$ cat src/rtl/assert_macros.svh
// assertion helpers for the rtl
`ifndef ASSERT_MACROS_SVH
`define ASSERT_MACROS_SVH

// same-cycle implication
`define GLU_ASSERT_IMPLY(label, clk, rst, ante, cons) \
   label: assert property (@(posedge clk) disable iff (rst) (ante) |-> (cons)) \
      else $error("assertion failed: same-cycle implication");

// next-cycle implication
`define GLU_ASSERT_NEXT(label, clk, rst, ante, cons) \
   label: assert property (@(posedge clk) disable iff (rst) (ante) |=> (cons)) \
      else $error("assertion failed: next-cycle implication");

`endif

$ cat src/rtl/glu_pkg.sv
package glu_pkg;

   // fixed field widths of the transactions
   localparam int DIVISOR_WIDTH  = 16;
   localparam int MULTIPLE_WIDTH = 32;
   localparam int FIELD_WIDTH    = 16;

   // controller to datapath
   typedef struct packed {
      logic load;        // capture operands
      logic gcd_step;    // one binary gcd iteration
      logic div_start;   // latch gcd, set up division
      logic div_step;    // one restoring division bit
      logic mul_step;    // quotient times second operand
      logic out_load;    // move result into output register
   } glu_cmd_type;

   // datapath to controller
   typedef struct packed {
      logic zero_operand;
      logic gcd_equal;
      logic out_free;
   } glu_status_type;

endpackage

$ cat src/rtl/gcd_lcm_unit_core.sv
// channel  | direction | ports                          | contents
// req      | in        | req_tvalid req_tready req_tdata | operand pair
// rsp      | out       | rsp_tvalid rsp_tready rsp_tdata | gcd, lcm
//          |           | rsp_tuser                       | operand error flag
//
// one operand pair at a time (W = operand width in use, at most 16): the
// binary gcd loop needs up to 2*W iterations, the restoring divider W,
// then one multiply and one load
// a zero operand skips the arithmetic and goes straight to the output load
// the next pair is taken while a result still waits in the output register
// reset is synchronous and active high; no memory, nothing to clear
`include "assert_macros.svh"

module gcd_lcm_unit_core #(
   parameter int OPERAND_WIDTH = 16
) (
   input  logic        clock,
   input  logic        reset,
   // request transaction
   input  logic        req_tvalid,
   output logic        req_tready,
   input  logic [31:0] req_tdata,   // [15:0] first_operand, [31:16] second_operand
   // response transaction
   output logic        rsp_tvalid,
   input  logic        rsp_tready,
   output logic [47:0] rsp_tdata,   // [15:0] common_divisor, [47:16] common_multiple
   output logic        rsp_tuser    // [0] operand_error
);

   // only the low operand bits take part; the input fields are 16 bits wide
   localparam int DataWidth = (OPERAND_WIDTH < glu_pkg::FIELD_WIDTH) ?
                              OPERAND_WIDTH : glu_pkg::FIELD_WIDTH;

   glu_pkg::glu_cmd_type    cmd;
   glu_pkg::glu_status_type status;

   logic [glu_pkg::DIVISOR_WIDTH-1:0]  common_divisor;
   logic [glu_pkg::MULTIPLE_WIDTH-1:0] common_multiple;
   logic                               operand_error;

   // sequencing: load, gcd loop, divide, multiply, result hand-over
   glu_ctrl #(
      .DATA_WIDTH (DataWidth)
   ) u_ctrl (
      .clock    (clock),
      .reset    (reset),
      .in_valid (req_tvalid),
      .in_ready (req_tready),
      .status   (status),
      .cmd      (cmd)
   );

   // operand registers, gcd and divide units, multiplier, output register
   glu_datapath #(
      .DATA_WIDTH (DataWidth)
   ) u_datapath (
      .clock           (clock),
      .reset           (reset),
      .cmd             (cmd),
      .status          (status),
      .first_operand   (req_tdata[15:0]),
      .second_operand  (req_tdata[31:16]),
      .common_divisor  (common_divisor),
      .common_multiple (common_multiple),
      .operand_error   (operand_error),
      .out_valid       (rsp_tvalid),
      .out_taken       (rsp_tready)
   );

   assign rsp_tdata = {common_multiple, common_divisor};
   assign rsp_tuser = operand_error;

   // an error result carries zero in both fields
   `GLU_ASSERT_IMPLY(a_error_zero, clock, reset, rsp_tvalid && rsp_tuser, rsp_tdata == '0)
   // a good result never has a zero divisor or multiple
   `GLU_ASSERT_IMPLY(a_good_nonzero, clock, reset, rsp_tvalid && !rsp_tuser,
                     (rsp_tdata[15:0] != '0) && (rsp_tdata[47:16] != '0))
   // one pair at a time: ready drops after a transaction is taken
   `GLU_ASSERT_NEXT(a_one_in_flight, clock, reset, req_tvalid && req_tready, !req_tready)

endmodule

$ cat src/rtl/glu_datapath.sv
module glu_datapath #(
   parameter int DATA_WIDTH = 16
) (
   input  logic                                clock,
   input  logic                                reset,
   input  glu_pkg::glu_cmd_type                cmd,
   output glu_pkg::glu_status_type             status,
   input  logic [glu_pkg::FIELD_WIDTH-1:0]     first_operand,
   input  logic [glu_pkg::FIELD_WIDTH-1:0]     second_operand,
   output logic [glu_pkg::DIVISOR_WIDTH-1:0]   common_divisor,
   output logic [glu_pkg::MULTIPLE_WIDTH-1:0]  common_multiple,
   output logic                                operand_error,
   output logic                                out_valid,
   input  logic                                out_taken
);

   localparam int ShiftWidth = (DATA_WIDTH > 1) ? $clog2(DATA_WIDTH) : 1;
   localparam int ProdWidth  = 2 * DATA_WIDTH;

   logic [DATA_WIDTH-1:0] orig_a_ff, orig_a_in;
   logic [DATA_WIDTH-1:0] orig_b_ff, orig_b_in;
   logic [DATA_WIDTH-1:0] x_ff, x_in;
   logic [DATA_WIDTH-1:0] y_ff, y_in;
   logic [ShiftWidth-1:0] k_ff, k_in;
   logic [DATA_WIDTH-1:0] gcd_ff, gcd_in;
   logic [DATA_WIDTH-1:0] rem_ff, rem_in;
   logic [DATA_WIDTH-1:0] quo_ff, quo_in;
   logic [ProdWidth-1:0]  lcm_ff, lcm_in;
   logic                  err_ff, err_in;
   logic [glu_pkg::DIVISOR_WIDTH-1:0]  div_out_ff, div_out_in;
   logic [glu_pkg::MULTIPLE_WIDTH-1:0] mul_out_ff, mul_out_in;
   logic                  err_out_ff, err_out_in;
   logic                  valid_ff, valid_in;

   logic [DATA_WIDTH:0]   rem_shift;
   logic [DATA_WIDTH:0]   rem_diff;

   assign rem_shift = {rem_ff, quo_ff[DATA_WIDTH-1]};
   assign rem_diff  = rem_shift - {1'b0, gcd_ff};

   always_comb begin
      orig_a_in  = orig_a_ff;
      orig_b_in  = orig_b_ff;
      x_in       = x_ff;
      y_in       = y_ff;
      k_in       = k_ff;
      gcd_in     = gcd_ff;
      rem_in     = rem_ff;
      quo_in     = quo_ff;
      lcm_in     = lcm_ff;
      err_in     = err_ff;
      div_out_in = div_out_ff;
      mul_out_in = mul_out_ff;
      err_out_in = err_out_ff;
      valid_in   = valid_ff & ~out_taken;

      if (cmd.load) begin
         orig_a_in = first_operand[DATA_WIDTH-1:0];
         orig_b_in = second_operand[DATA_WIDTH-1:0];
         x_in      = first_operand[DATA_WIDTH-1:0];
         y_in      = second_operand[DATA_WIDTH-1:0];
         k_in      = '0;
         err_in    = (first_operand[DATA_WIDTH-1:0] == '0) ||
                     (second_operand[DATA_WIDTH-1:0] == '0);
      end

      // binary gcd, one reduction per cycle
      if (cmd.gcd_step) begin
         if (!x_ff[0] && !y_ff[0]) begin
            x_in = x_ff >> 1;
            y_in = y_ff >> 1;
            k_in = k_ff + 1'b1;
         end else if (!x_ff[0]) begin
            x_in = x_ff >> 1;
         end else if (!y_ff[0]) begin
            y_in = y_ff >> 1;
         end else if (x_ff > y_ff) begin
            x_in = (x_ff - y_ff) >> 1;
         end else begin
            y_in = (y_ff - x_ff) >> 1;
         end
      end

      if (cmd.div_start) begin
         gcd_in = x_ff << k_ff;
         rem_in = '0;
         quo_in = orig_a_ff;
      end

      // restoring division of first operand by gcd
      if (cmd.div_step) begin
         if (!rem_diff[DATA_WIDTH]) begin
            rem_in = rem_diff[DATA_WIDTH-1:0];
            quo_in = {quo_ff[DATA_WIDTH-2:0], 1'b1};
         end else begin
            rem_in = rem_shift[DATA_WIDTH-1:0];
            quo_in = {quo_ff[DATA_WIDTH-2:0], 1'b0};
         end
      end

      if (cmd.mul_step) begin
         lcm_in = ProdWidth'(quo_ff) * ProdWidth'(orig_b_ff);
      end

      if (cmd.out_load) begin
         div_out_in = err_ff ? '0 : glu_pkg::DIVISOR_WIDTH'(gcd_ff);
         mul_out_in = err_ff ? '0 : glu_pkg::MULTIPLE_WIDTH'(lcm_ff);
         err_out_in = err_ff;
         valid_in   = 1'b1;
      end
   end

   always_ff @(posedge clock) begin
      if (reset) begin
         valid_ff <= 1'b0;
      end else begin
         valid_ff <= valid_in;
      end
      orig_a_ff  <= orig_a_in;
      orig_b_ff  <= orig_b_in;
      x_ff       <= x_in;
      y_ff       <= y_in;
      k_ff       <= k_in;
      gcd_ff     <= gcd_in;
      rem_ff     <= rem_in;
      quo_ff     <= quo_in;
      lcm_ff     <= lcm_in;
      err_ff     <= err_in;
      div_out_ff <= div_out_in;
      mul_out_ff <= mul_out_in;
      err_out_ff <= err_out_in;
   end

   assign status.zero_operand = err_ff;
   assign status.gcd_equal    = (x_ff == y_ff);
   assign status.out_free     = ~valid_ff | out_taken;

   assign common_divisor  = div_out_ff;
   assign common_multiple = mul_out_ff;
   assign operand_error   = err_out_ff;
   assign out_valid       = valid_ff;

endmodule

$ cat src/rtl/glu_ctrl.sv
module glu_ctrl #(
   parameter int DATA_WIDTH = 16
) (
   input  logic                    clock,
   input  logic                    reset,
   input  logic                    in_valid,
   output logic                    in_ready,
   input  glu_pkg::glu_status_type status,
   output glu_pkg::glu_cmd_type    cmd
);

   localparam int CountWidth = (DATA_WIDTH > 1) ? $clog2(DATA_WIDTH) : 1;

   typedef enum logic [2:0] {
      IDLE,
      GCD,
      DIV,
      MUL,
      FINISH
   } state_type;

   state_type             state_ff, state_in;
   logic                  ready_ff, ready_in;
   logic [CountWidth-1:0] count_ff, count_in;

   always_comb begin
      state_in = state_ff;
      ready_in = ready_ff;
      count_in = count_ff;
      cmd      = '0;
      case (state_ff)
         IDLE: begin
            if (in_valid && ready_ff) begin
               cmd.load = 1'b1;
               ready_in = 1'b0;
               state_in = GCD;
            end
         end
         GCD: begin
            if (status.zero_operand) begin
               state_in = FINISH;
            end else if (status.gcd_equal) begin
               cmd.div_start = 1'b1;
               count_in      = '0;
               state_in      = DIV;
            end else begin
               cmd.gcd_step = 1'b1;
            end
         end
         DIV: begin
            cmd.div_step = 1'b1;
            count_in     = count_ff + 1'b1;
            if (count_ff == CountWidth'(DATA_WIDTH - 1)) begin
               state_in = MUL;
            end
         end
         MUL: begin
            cmd.mul_step = 1'b1;
            state_in     = FINISH;
         end
         FINISH: begin
            if (status.out_free) begin
               cmd.out_load = 1'b1;
               ready_in     = 1'b1;
               state_in     = IDLE;
            end
         end
         default: begin
            ready_in = 1'b1;
            state_in = IDLE;
         end
      endcase
   end

   always_ff @(posedge clock) begin
      if (reset) begin
         state_ff <= IDLE;
         ready_ff <= 1'b1;
         count_ff <= '0;
      end else begin
         state_ff <= state_in;
         ready_ff <= ready_in;
         count_ff <= count_in;
      end
   end

   assign in_ready = ready_ff;

endmodule

$ cat config.mk
export PLATFORM = sky130hd
export DESIGN_NAME = gcd_lcm_unit_core
export DESIGN_NICKNAME = d
export VERILOG_FILES = /design/src/rtl/glu_pkg.sv /design/src/rtl/gcd_lcm_unit_core.sv /design/src/rtl/glu_datapath.sv /design/src/rtl/glu_ctrl.sv
export VERILOG_INCLUDE_DIRS = /design/src /design/src/rtl
export SDC_FILE = /design/constraint.sdc
export NUM_CORES = 1
export LEC_CHECK = 0
export BUFFER_PORTS_ARGS = -buffer_cell sky130_fd_sc_hd__buf_2
export CORE_UTILIZATION = 55
export DETAILED_ROUTE_END_ITERATION = 8
export PLACE_DENSITY = 0.72
export SETUP_SLACK_MARGIN = 0.2
export SYNTH_ARGS = -nofsm -noshare
export SYNTH_HDL_FRONTEND = slang
export SYNTH_SLANG_ARGS = --single-unit
$ cat constraint.sdc
create_clock -name clock -period 7.3 [get_ports clock]
set_input_delay 1.095 -clock clock [delete_from_list [all_inputs] [get_ports clock]]
set_output_delay 1.095 -clock clock [all_outputs]
set_load 0.005 [all_outputs]
== After elaboration in Yosys (flattened, before gate mapping) ==
Cells that the tools add are included.
Storage, ports and cells
  bits in registers: 207
  bits of input ports: 36
  output and inout bits: 51
  logic and storage cells: 100
Cells by class
  add/subtract/negate cells: 5
  multiply operators: 1
  magnitude comparators: 1
  eq/ne operators: 12
  shift operators: 1
  multiplexer cells: 44
  bitwise operators: 5
  reduce and logical (&&, ||, !) cells: 14
Operator list (count)
  $mux W16: 17
  $logic_not A16 Y1: 2
  $mul A16 B16 Y32: 1
  $sub A16 B16 Y16: 2
  $mux W4: 5
  $sub A17 B16 Y17: 1
  $eq A16 B16 Y1: 1
  $gt A16 B16 Y1: 1
  $shl A16 B4 Y16: 1
  $mux W3: 5
  $pmux W3 S5: 1
  $mux W1: 12
  $add A4 B1 Y4 const B: 2
  $pmux W4 S2: 1
  $eq A3 B2 Y1 const B: 2
  $ne A2 B2 Y1 const B: 3
  $reduce_and A3 Y1: 2
  $eq A4 B4 Y1 const B: 1
  $mux W2: 2
  $ne A2 B1 Y1 const B: 2
  $reduce_and A4 Y1: 1
  $reduce_bool A2 Y1: 2
  $eq A3 B1 Y1 const B: 1
  $eq A3 B3 Y1 const B: 1
  other kinds (10): 14

== Depth between registers and ports, before layout ==
Gate-level depths: netlist of run 1.
  word-level depth: 9
  mapped depth: 24
  mapped depth without buffers: 23

== Cells and area by module ==
Synthesis of run 1 repeated with hierarchy kept, for this count alone.
Unflattened totals
  cells, all modules: 1975
  area total of the unflattened synthesis: 19418.6 um^2
Modules (own cells, without submodules)
  glu_datapath: times used 1, cells each 1925, area an instance 18969.4 um^2, sequential area each 5605.4 um^2
  glu_ctrl: times used 1, cells each 50, area an instance 449.2 um^2, sequential area each 160.2 um^2

== Worst setup path before layout of run 1 ==
Ideal clock, no wire load.
  path kind: register -> register
  start: register u_datapath.orig_b_ff[7]
  end: register u_datapath.lcm_ff[28], data pin
  library setup time: 258 ps
  arrival: 5956 ps
  data required time: 7042 ps
  path slack: 1086 ps
  stages on the path, launching flop included: 24
  path buffers: 1
  period minus slack after synthesis: 6214 ps
  cells stage by stage: edfxtp_1 > clkbuf_1 > nand2_1 > fa_1 > inv_1 > fa_1 > inv_1 > fa_1 > inv_1 > fa_1 > fa_1 > inv_1 > fa_1 > inv_1 > ha_1 > a211oi_2 > nor2_1 > o31ai_4 > a2111oi_1 > or3_1 > or3b_4 > a31o_1 > a21oi_2 > xnor2_1
Between the ends
  longest elaborated chain between the ends: 1
Ends and longest elaborated chain
  start: declaration: line glu_datapath.sv:21  | logic [DATA_WIDTH-1:0] orig_b_ff, orig_b_in;
  start signal: assignment: line glu_datapath.sv:120  | orig_b_ff <= orig_b_in;
  $mul A16 B16 Y32: line glu_datapath.sv:102  | lcm_in = ProdWidth'(quo_ff) * ProdWidth'(orig_b_ff);
  end signal: assignment: line glu_datapath.sv:127  | lcm_ff <= lcm_in;
  end: declaration: line glu_datapath.sv:28  | logic [ProdWidth-1:0] lcm_ff, lcm_in;
Every way passes these cells.
A chain may end at the register's enable or synchronous reset.

== Worst setup path in the final report of run 1 ==
  start: register u_datapath.quo_ff[11]
  end: register u_datapath.lcm_ff[31], data pin
Between the ends
  longest elaborated chain between the ends: 1
Ends and longest elaborated chain
  start: declaration: line glu_datapath.sv:27  | logic [DATA_WIDTH-1:0] quo_ff, quo_in;
  start signal: assignment: line glu_datapath.sv:126  | quo_ff <= quo_in;
  $mul A16 B16 Y32: line glu_datapath.sv:102
Every way passes these cells.

==> results.env, run 1 <==
WORSTPATHCELLLIST='nand2_1 > fa_1 > fa_1 > fa_1 > inv_1 > fa_1 > fa_1 > inv_1 > fa_1 > inv_1 > ha_1 > a21o_1 > a21oi_1 > a2111oi_0 > or2_1 > a2111o_1 > a31oi_1 > o21ai_1 > xnor2_1'
COUNT_OF_VIAS_PLACED_BY_THE_DETAILED_ROUTER=14220
SYNTHCELLS=1968
SYNTH_ENABLE_FLOP_CELLS=162
DRC_ERRORS=0
STARTPOINT_TYPE='register'
AREA_SHARE_OF_THE_LARGEST_CELL_TYPE_AFTER_SYNTHESIS_PCT=25.37
TOTAL_LEAKAGE_POWER_nW=9.343
CATEGORY_OF_THE_WORST_SETUP_PATH_CAPTURE_POINT='register'
CRIT_SHARE_POST_ROUTE_PCT=92.43
POWERDENSITY_nW_PER_UM2=410.3
H-TREE-DEPTH=1
SETUP_VIOL=0
CLOCK_LATENCY_NS=0.54
WORST-ENDPOINT-ARRIVAL_NS=7.03
SETUP_TOTAL_NEGATIVE_SLACK_NS=0
CLOCK_TREE_FROM_TRITONCTS='built'
FINAL_ANTENNA_NET_COUNT=0
ANTENNA_FOUND_INITIAL=0
INITIAL_CELL_DENSITY_OF_THE_CORE_PCT=55.64
CTS.ROOT.BUFFER_CELL='sky130_fd_sc_hd__clkbuf_16'
TIMING.FINAL.CRIT_PERIOD_NS=6.748
FINALHOLDVIOLATIONS=0
FINALWEIGHTEDCONGESTION=0.9671
DESIGN.CORE.AREA_UM2=34460
CLK_PATH_BUF_DEPTH=3
GRT.OVERFLOW.TOTAL=0
SYNTHDOMINANTAREACELLTYPE='sky130_fd_sc_hd__edfxtp_1'
SYNTH-MAIN-FF-CELL='sky130_fd_sc_hd__edfxtp_1'
DIE_HEIGHT_UM=188.7
DRT-VIAS-PER-INSTANCE=5.714
REPORT.POWER.TOTAL_mW=8.512
WORST_PIN_SLEW_NS=1.295
POWER.IR.VDD_WORST_uV=343.4
MAX_CAP_VIOL_COUNT=0
DETAILEDROUTE.FIRSTITERATIONVIOLATIONS=1009
SYNTH_NETS=2355
NUM_ANTENNA_CELLS=0
YOSYSWARNINGS=0
YS_TOP_CELLS_BY_AREA='sky130_fd_sc_hd__edfxtp_1 25%, sky130_fd_sc_hd__fa_1 21%, sky130_fd_sc_hd__ha_1 10%'
POST_SYNTHESIS_AVERAGE_CELL_AREA_UM2=9.742
GRT_MAX_DEGREE=65
SEQUENTIAL_CELL_AREA_FRACTION_IN_THE_YOSYS_REPORT_PCT=30.07
CLOCK-SKEW-FINAL_NS=0.01669
CRIT_TYPE='reg2reg'
CLOCK_SINK_COUNT=207
ASYNCSETRESETFLOPFRACSYNTH_PCT=0
MOST_FREQUENT_CELL_ON_THE_CRITICAL_PATH='sky130_fd_sc_hd__fa_1'
GR-USAGE-ALL-LAYERS_PCT=26.77
FIRSTDRTPASSITERS=5
MAXSLEWHEADROOM_PCT=13.33
TRITONCTS.NUM_BUFFERS=24
GLOBAL_ROUTE_WIRE_LENGTH_BEFORE_REPAIR_MM=75.55
CLKSLEWWORSTSETUPHOLDPATHS_NS=0.06
CRIT_REQUIRED_NS=7.58
DRIVE_ABOVE_1_SHARE_PCT=7.723
ROUTEDWLPERCELL_UM=18.54
PATH_DELAY_FAMILY='adder cells'
PORT_BUFFERS=86
CRITICAL_PATH.N_BUFFERS_INVERTERS=3
TIMING.HOLD.WS_NS=0.5082
WORSTPATHMAXFANOUT=17
POST_SYNTHESIS_REGISTER_BIT_COUNT=207
STATUS='complete, no violations'
FINALMAXSLEWVIOLATIONS=0
PIN_COUNT=87
RSZ0062_AT_GRT='no'
SYN-CELL-AREA_UM2=19170
WIRELENGTH_MM=46.12
CRIT_PATH_TOP_DELAY_CELL='sky130_fd_sc_hd__edfxtp_1'
NUM-NETS-FINAL=2402
SLOWEST_DELAY_NS=0.76
GRT_PASS1_VIAS=14600
FLOORPLAN.DIE_AREA_UM2=35610
POSTCTSSETUPBUFFERS=0
CLASS_OF_THE_MOST_CRITICAL_HOLD_TIMING_PATH='reg2reg'
DP_HPWL_MM=35.36
DIE_WIDTH_UM=188.7
POST_CTS.RESIZED_INSTANCES=0
FINAL_UTIL_PCT=60.20
PEAK_CLOCK_FREQUENCY_SUPPORTED_BY_TIMING_GHz=0.1482
SYNTH_CELL_TYPES=81
CTS_HOLD_BUF=0
ROWS=68
AREAGROWTHSYNTHTOFINISH_PCT=8.197
[per-stage QoR]
step	cell area [um2]	setup WS, ns	instances
final	20740	0.5523	2488
after global routing	20740	0.2714	2488
after CTS	20740	0.5710	2488
after detailed placement	19970	0.5808	2444
after global placement	19970	0.7620	2444
after floorplan	19170	1.086	1968
[kinds of logic (layout without fill, tap and decap cells)]
logic type                 Yosys count  after routing  synth area share, %
AOI/OAI and AO/OA                  275            275                9.868
xor gates and xnor gates            67             67                3.061
adders and majority gates          351            351                30.62
buffers and inverters              361            426                7.159
DFF                                207            207                30.07
muxes                               52             52                2.911
and+or+nand+nor                    655            655                16.31
[final timing paths]
check	from	to	slack, ns	cells after the start
max	u_datapath.quo_ff[11]	u_datapath.lcm_ff[31]	0.55	19
min	u_datapath.y_ff[15]	u_datapath.y_ff[15]	0.51	2
max reg2reg	u_datapath.quo_ff[11]	u_datapath.lcm_ff[31]	0.55	19
min reg2reg	u_datapath.y_ff[15]	u_datapath.y_ff[15]	0.51	2
[report_power, final]
part           switching (mW)  internal (mW)
sequential              0.230           1.60
clock                   0.496          0.685
combinational            3.14           2.36
[final cells by class]
type                       instances  area [um2]
tap                              455       569.3
inverter                         283        1062
clock inverter                    13       150.1
multi-input combinational       1400       12040
fill                            2974       13710
sequential                       207        5766
clock buffer                      31       626.9
timing repair buffer              99       528.0
[layout by cell type (no fill, tap or decap), types with 11 or more instances in the layout]
cell and instances:
sky130_fd_sc_hd__nand3_1 17, sky130_fd_sc_hd__a211oi_1 15, sky130_fd_sc_hd__and3_1 11, sky130_fd_sc_hd__xor2_1 18, sky130_fd_sc_hd__o221ai_1 11, sky130_fd_sc_hd__ha_1 154
sky130_fd_sc_hd__and2_1 120, sky130_fd_sc_hd__dfxtp_1 45, sky130_fd_sc_hd__inv_1 281, sky130_fd_sc_hd__mux2i_1 49, sky130_fd_sc_hd__nand2_1 287, sky130_fd_sc_hd__clkbuf_16 24
sky130_fd_sc_hd__buf_4 13, sky130_fd_sc_hd__o21ai_0 37, sky130_fd_sc_hd__a21oi_1 77, sky130_fd_sc_hd__edfxtp_1 162, sky130_fd_sc_hd__nor4_1 12, sky130_fd_sc_hd__xnor2_1 49
sky130_fd_sc_hd__nor3_1 19, sky130_fd_sc_hd__buf_2 86, sky130_fd_sc_hd__fa_1 197, sky130_fd_sc_hd__a21o_1 27, sky130_fd_sc_hd__o22ai_1 18, sky130_fd_sc_hd__nor2b_1 50
sky130_fd_sc_hd__nor2_1 94, sky130_fd_sc_hd__nand2b_1 13
[sequential cells by signal, indices dropped and copies added, names as in the netlist]
signal	cells
u_ctrl.count_ff	4
u_ctrl.in_ready	1
u_ctrl.state_ff	3
u_datapath.common_divisor	16
u_datapath.common_multiple	32
u_datapath.err_ff	1
u_datapath.gcd_ff	16
u_datapath.k_ff	4
u_datapath.lcm_ff	32
u_datapath.operand_error	1
u_datapath.orig_a_ff	16
u_datapath.orig_b_ff	16
u_datapath.out_valid	1
u_datapath.quo_ff	16
u_datapath.rem_ff	16
u_datapath.x_ff	16
u_datapath.y_ff	16
[cell usage after synthesis, types with 18 or more instances]
library cell and number:
sky130_fd_sc_hd__dfxtp_1 45, sky130_fd_sc_hd__xor2_1 18, sky130_fd_sc_hd__inv_1 281, sky130_fd_sc_hd__clkbuf_1 62, sky130_fd_sc_hd__a21o_1 27, sky130_fd_sc_hd__o22ai_1 18, sky130_fd_sc_hd__mux2i_1 49, sky130_fd_sc_hd__o21ai_0 37
sky130_fd_sc_hd__and2_1 120, sky130_fd_sc_hd__edfxtp_1 162, sky130_fd_sc_hd__nand2_1 287, sky130_fd_sc_hd__nor2b_1 50, sky130_fd_sc_hd__a21oi_1 77, sky130_fd_sc_hd__nor2_1 95, sky130_fd_sc_hd__xnor2_1 49, sky130_fd_sc_hd__ha_1 154
sky130_fd_sc_hd__fa_1 197, sky130_fd_sc_hd__nor3_1 19
[routing by layer]
| metal | vias up | routed length [um] | track usage, % |
|---|---|---|---|
| met5 | - | 0 | 0 |
| met4 | 0 | 1628 | 9.088 |
| met3 | 113 | 3613 | 3.595 |
| met2 | 612 | 21680 | 44.57 |
| met1 | 6906 | 19200 | 36.04 |
| li1 | 6586 | - | - |
[worst min-delay path: stages (launching register included)]
cell	delay, ns
sky130_fd_sc_hd__dfxtp_1	0.32
sky130_fd_sc_hd__nand2_1	0.06
sky130_fd_sc_hd__a21oi_1	0.07
Note: power is estimated with default switching activity, not from simulation.
==> run 2: changes to the inputs <==
SYNTH_HIERARCHICAL = 1   (was unset)
==> run 2 against run 1 <==
  * Non-clock buffer count rose by 7
  * Critical endpoint is now u_datapath/lcm_ff[30]
  * Hold slack got worse by 0.017 ns
  * Via count rose by 0.56%
==> results.env, run 2 <==
STATUS='complete, no violations'
WORST_PIN_SLEW_NS=1.160  # -0.1349 ns
BUSIEST_LAYER='met2'
DRT-VIAS-PER-INSTANCE=5.728  # +0.24%
SEQUENTIALPOWERSHARE_PCT=21.9  # +0.4 points
DETAILEDROUTE.FIRSTITERATIONVIOLATIONS=1150  # +14%
CATEGORY_OF_THE_WORST_SETUP_PATH_CAPTURE_POINT='register'
SYNTH_COMMON_CELLS='303 x sky130_fd_sc_hd__inv_1, 228 x sky130_fd_sc_hd__nand2_1, 197 x sky130_fd_sc_hd__fa_1, 162 x sky130_fd_sc_hd__edfxtp_1, 154 x sky130_fd_sc_hd__ha_1'
CLOCK_SINK_COUNT=207  # unchanged
SETUP_VIOL=0  # unchanged
DRIVE_ABOVE_1_SHARE_PCT=9.211  # +1.5 points
GR-USAGE-ALL-LAYERS_PCT=26.37  # -0.41 points
MET2_GLOBAL_ROUTE_USAGE_PCT=41.35  # -3.2 points
GRT_PASS1_VIAS=14050  # -3.7%
SYN-CELL-AREA_UM2=19420  # +1.3%
WORST-ENDPOINT-ARRIVAL_NS=7.08  # +0.05 ns
CLK_PATH_BUF_DEPTH=3  # unchanged
POWER_SWITCHING_SHARE_PCT=44.96  # -0.50 points
PEAK_CLOCK_FREQUENCY_SUPPORTED_BY_TIMING_GHz=0.1473  # -0.64%
PWR-SHARE-COMB_PCT=61.8  # -2.8 points
POST_CTS.RESIZED_INSTANCES=0  # unchanged
PORT_BUFFERS=86  # unchanged
NUM-NETS-FINAL=2410  # +0.33%
FINAL_CELL_MIX='303 x sky130_fd_sc_hd__inv_1, 228 x sky130_fd_sc_hd__nand2_1, 197 x sky130_fd_sc_hd__fa_1, 162 x sky130_fd_sc_hd__edfxtp_1, 154 x sky130_fd_sc_hd__ha_1'
WORSTPATHMAXFANOUT=17  # unchanged
FINAL_ANTENNA_NET_COUNT=0  # unchanged
DRC_ERRORS=0  # unchanged
TRITONCTS.NUM_BUFFERS=24  # unchanged
MAX_CAP_VIOL_COUNT=0  # unchanged
CRIT_REQUIRED_NS=7.59  # about the same
H-TREE-DEPTH=1  # unchanged
TOTAL_LEAKAGE_POWER_nW=9.394  # +0.55%
FIRSTDRTPASSITERS=8  # +3
CRIT_TYPE='reg2reg'
ASYNCSETRESETFLOPFRACSYNTH_PCT=0  # unchanged
USE_MET1_PCT=37.86  # +1.8 points
SYNTH_CELL_TYPES=75  # -7.4%
INITIAL_CELL_DENSITY_OF_THE_CORE_PCT=56.08  # +0.44 points
DESIGN.CORE.AREA_UM2=34630  # +0.49%
FINALWEIGHTEDCONGESTION=0.9040  # -6.5%
GRT.OVERFLOW.TOTAL=0  # unchanged
CLOCK_TREE_FROM_TRITONCTS='built'
GLOBAL_ROUTE_WIRE_LENGTH_BEFORE_REPAIR_MM=74.82  # -0.96%
SETUP_TOTAL_NEGATIVE_SLACK_NS=0  # unchanged
GRT_MAX_DEGREE=59  # -9.2%
FLOORPLAN.DIE_AREA_UM2=36060  # +1.3%
SYNTHCELLS=1975  # +0.36%
WIRELENGTH_MM=46.68  # +1.2%
MAXSLEWHEADROOM_PCT=22.22  # +8.9 points
TIMING.FINAL.CRIT_PERIOD_NS=6.791  # +0.04326 ns
POWER.NET_SWITCHING_mW=3.611  # -6.7%
NUM_ANTENNA_CELLS=0  # unchanged
CLASS_OF_THE_MOST_CRITICAL_HOLD_TIMING_PATH='reg2reg'
DIE_WIDTH_UM=189.9  # +0.63%
RSZ0062_AT_GRT='no'
AREAGROWTHSYNTHTOFINISH_PCT=8.621
MIN_PATH_CELLS=1  # -1
AREA_SHARE_OF_THE_LARGEST_CELL_TYPE_AFTER_SYNTHESIS_PCT=25.05  # -0.32 points
SYNTH_NETS=2362  # +0.30%
YS_TOP_CELLS_BY_AREA='sky130_fd_sc_hd__edfxtp_1 25%, sky130_fd_sc_hd__fa_1 20%, sky130_fd_sc_hd__ha_1 9.9%'
CTS.ROOT.BUFFER_CELL='sky130_fd_sc_hd__clkbuf_16'
PIN_COUNT=87  # unchanged
FINALMAXSLEWVIOLATIONS=0  # unchanged
SYNTH-MAIN-FF-CELL='sky130_fd_sc_hd__edfxtp_1'
CRIT_SHARE_POST_ROUTE_PCT=93.03  # +0.59 points
COUNT_OF_VIAS_PLACED_BY_THE_DETAILED_ROUTER=14300  # +0.56%
ROUTEDWLPERCELL_UM=18.70  # +0.88%
POWER.IR.VDD_WORST_uV=332.5  # -3.2%
POST_SYNTHESIS_REGISTER_BIT_COUNT=207  # unchanged
FINAL_UTIL_PCT=60.91  # +0.71 points
YOSYSWARNINGS=6  # +6
POWERDENSITY_nW_PER_UM2=380.8  # -7.2%
ANTENNA_FOUND_INITIAL=0  # unchanged
ROWS=68  # unchanged
CLOCK_LATENCY_NS=0.54  # about the same
POWER.INTERNAL_mW=4.421  # -4.8%
POST_SYNTHESIS_AVERAGE_CELL_AREA_UM2=9.832  # +0.93%
MOST_FREQUENT_STANDARD_CELL_IN_THE_LAYOUT_EXCLUDING_FILL_AND_TAP_CELLS='sky130_fd_sc_hd__inv_1'
SYNTH_ENABLE_FLOP_CELLS=162  # unchanged
FINALHOLDVIOLATIONS=0  # unchanged
WORSTREGTOREGCELLS=20  # +1
STARTPOINT_TYPE='register'
SYNTHDOMINANTAREACELLTYPE='sky130_fd_sc_hd__edfxtp_1'
CLOCK-SKEW-FINAL_NS=0.01672  # +0.00002870 ns
DIE_HEIGHT_UM=189.9  # +0.63%
POWER.SHARE.CLOCK_PCT=16.3  # +2.4 points
CLKSLEWWORSTSETUPHOLDPATHS_NS=0.06  # about the same
SEQUENTIAL_CELL_AREA_FRACTION_IN_THE_YOSYS_REPORT_PCT=29.69  # -0.38 points
DP_HPWL_MM=35.60  # +0.67%
SYNTH_MOST_COMMON_CELL='sky130_fd_sc_hd__inv_1'
USE_MET3_PCT=3.376  # -0.22 points
-- run 2: power groups by stage --
stage          Clock [mW]  Sequential [mW]  Combinational, mW
2_1_floorplan           0             1.69               3.81
3_3_place_gp            0             1.77               4.76
3_5_place_dp            0             1.78               4.88
4_1_cts              1.34             1.75               4.92
5_1_grt              1.38             1.77               5.55
6_report             1.31             1.76               4.96
-- run 2: worst paths after layout --
check / end / startpoint / slack (ns)
worst min register to register: u_ctrl/count_ff[3] / u_ctrl/count_ff[3] / 0.49
worst max-delay path: u_datapath/lcm_ff[30] / u_datapath/quo_ff[12] / 0.51
worst min-delay path: u_ctrl/count_ff[3] / u_ctrl/count_ff[3] / 0.49
worst max register to register: u_datapath/lcm_ff[30] / u_datapath/quo_ff[12] / 0.51
-- run 2: what timing repair did --
item	in CTS	in global routing
setup buffers	0	4
endpoints found under the setup margin	0	1
hold buffers	0	0
-- run 2: per-stage QoR --
step	worst slack (ns)	hold WS, ns	cell area (um2)	total power, mW	std cells
CTS	0.5657	0.4939	21060	8.015	2492
global placement	0.8564	0.4728	20190	6.533	2448
detailed placement	0.5994	0.4807	20190	6.659	2448
global route	0.2220	0.5337	21090	8.702	2496
floorplan	1.376	0.4433	19420	5.496	1975
finish	0.5090	0.4910	21090	8.033	2496
-- run 2: layer usage --
metal / routed length [um] / up-vias
li1: - / 6643
met5: 0 / -
met3: 3010 / 89
met1: 20860 / 7047
met2: 21430 / 518
met4: 1379 / 0
-- run 2: kinds of logic after synthesis --
kind of cell               count (synthesis)  synth area share [%]
muxes                                     77                 4.201
DFF                                      207                 29.69
adders and majority gates                351                 30.23
xor gates and xnor gates                  61                 2.848
and+or+nand+nor                          608                 15.45
AOI/OAI and AO/OA                        283                 9.813
buffers and inverters                    388                 7.764
-- run 2: layout make-up --
cell class | count | area, um2
fill | 2937 | 13540
sequential | 207 | 5766
inverter | 304 | 1141
clock buffer | 33 | 716.9
timing repair buffer | 106 | 580.6
tap | 455 | 569.3
clock inverter | 11 | 158.9
multi-input combinational | 1380 | 12160
-- run 2: critical path, cell delays in order, from the launching register on --
cell and delay (ns):
sky130_fd_sc_hd__edfxtp_1 0.80, sky130_fd_sc_hd__nand2_1 0.15, sky130_fd_sc_hd__fa_1 0.50, sky130_fd_sc_hd__fa_1 0.57
sky130_fd_sc_hd__inv_1 0.06, sky130_fd_sc_hd__fa_1 0.48, sky130_fd_sc_hd__fa_1 0.51, sky130_fd_sc_hd__fa_1 0.49
sky130_fd_sc_hd__inv_1 0.05, sky130_fd_sc_hd__fa_1 0.47, sky130_fd_sc_hd__inv_1 0.04, sky130_fd_sc_hd__ha_1 0.39
sky130_fd_sc_hd__nand4_1 0.17, sky130_fd_sc_hd__o21ai_0 0.21, sky130_fd_sc_hd__a311oi_1 0.08, sky130_fd_sc_hd__buf_4 0.20
sky130_fd_sc_hd__o211ai_1 0.40, sky130_fd_sc_hd__nand2_1 0.16, sky130_fd_sc_hd__o311ai_0 0.45, sky130_fd_sc_hd__o211ai_1 0.20
sky130_fd_sc_hd__xnor2_1 0.16
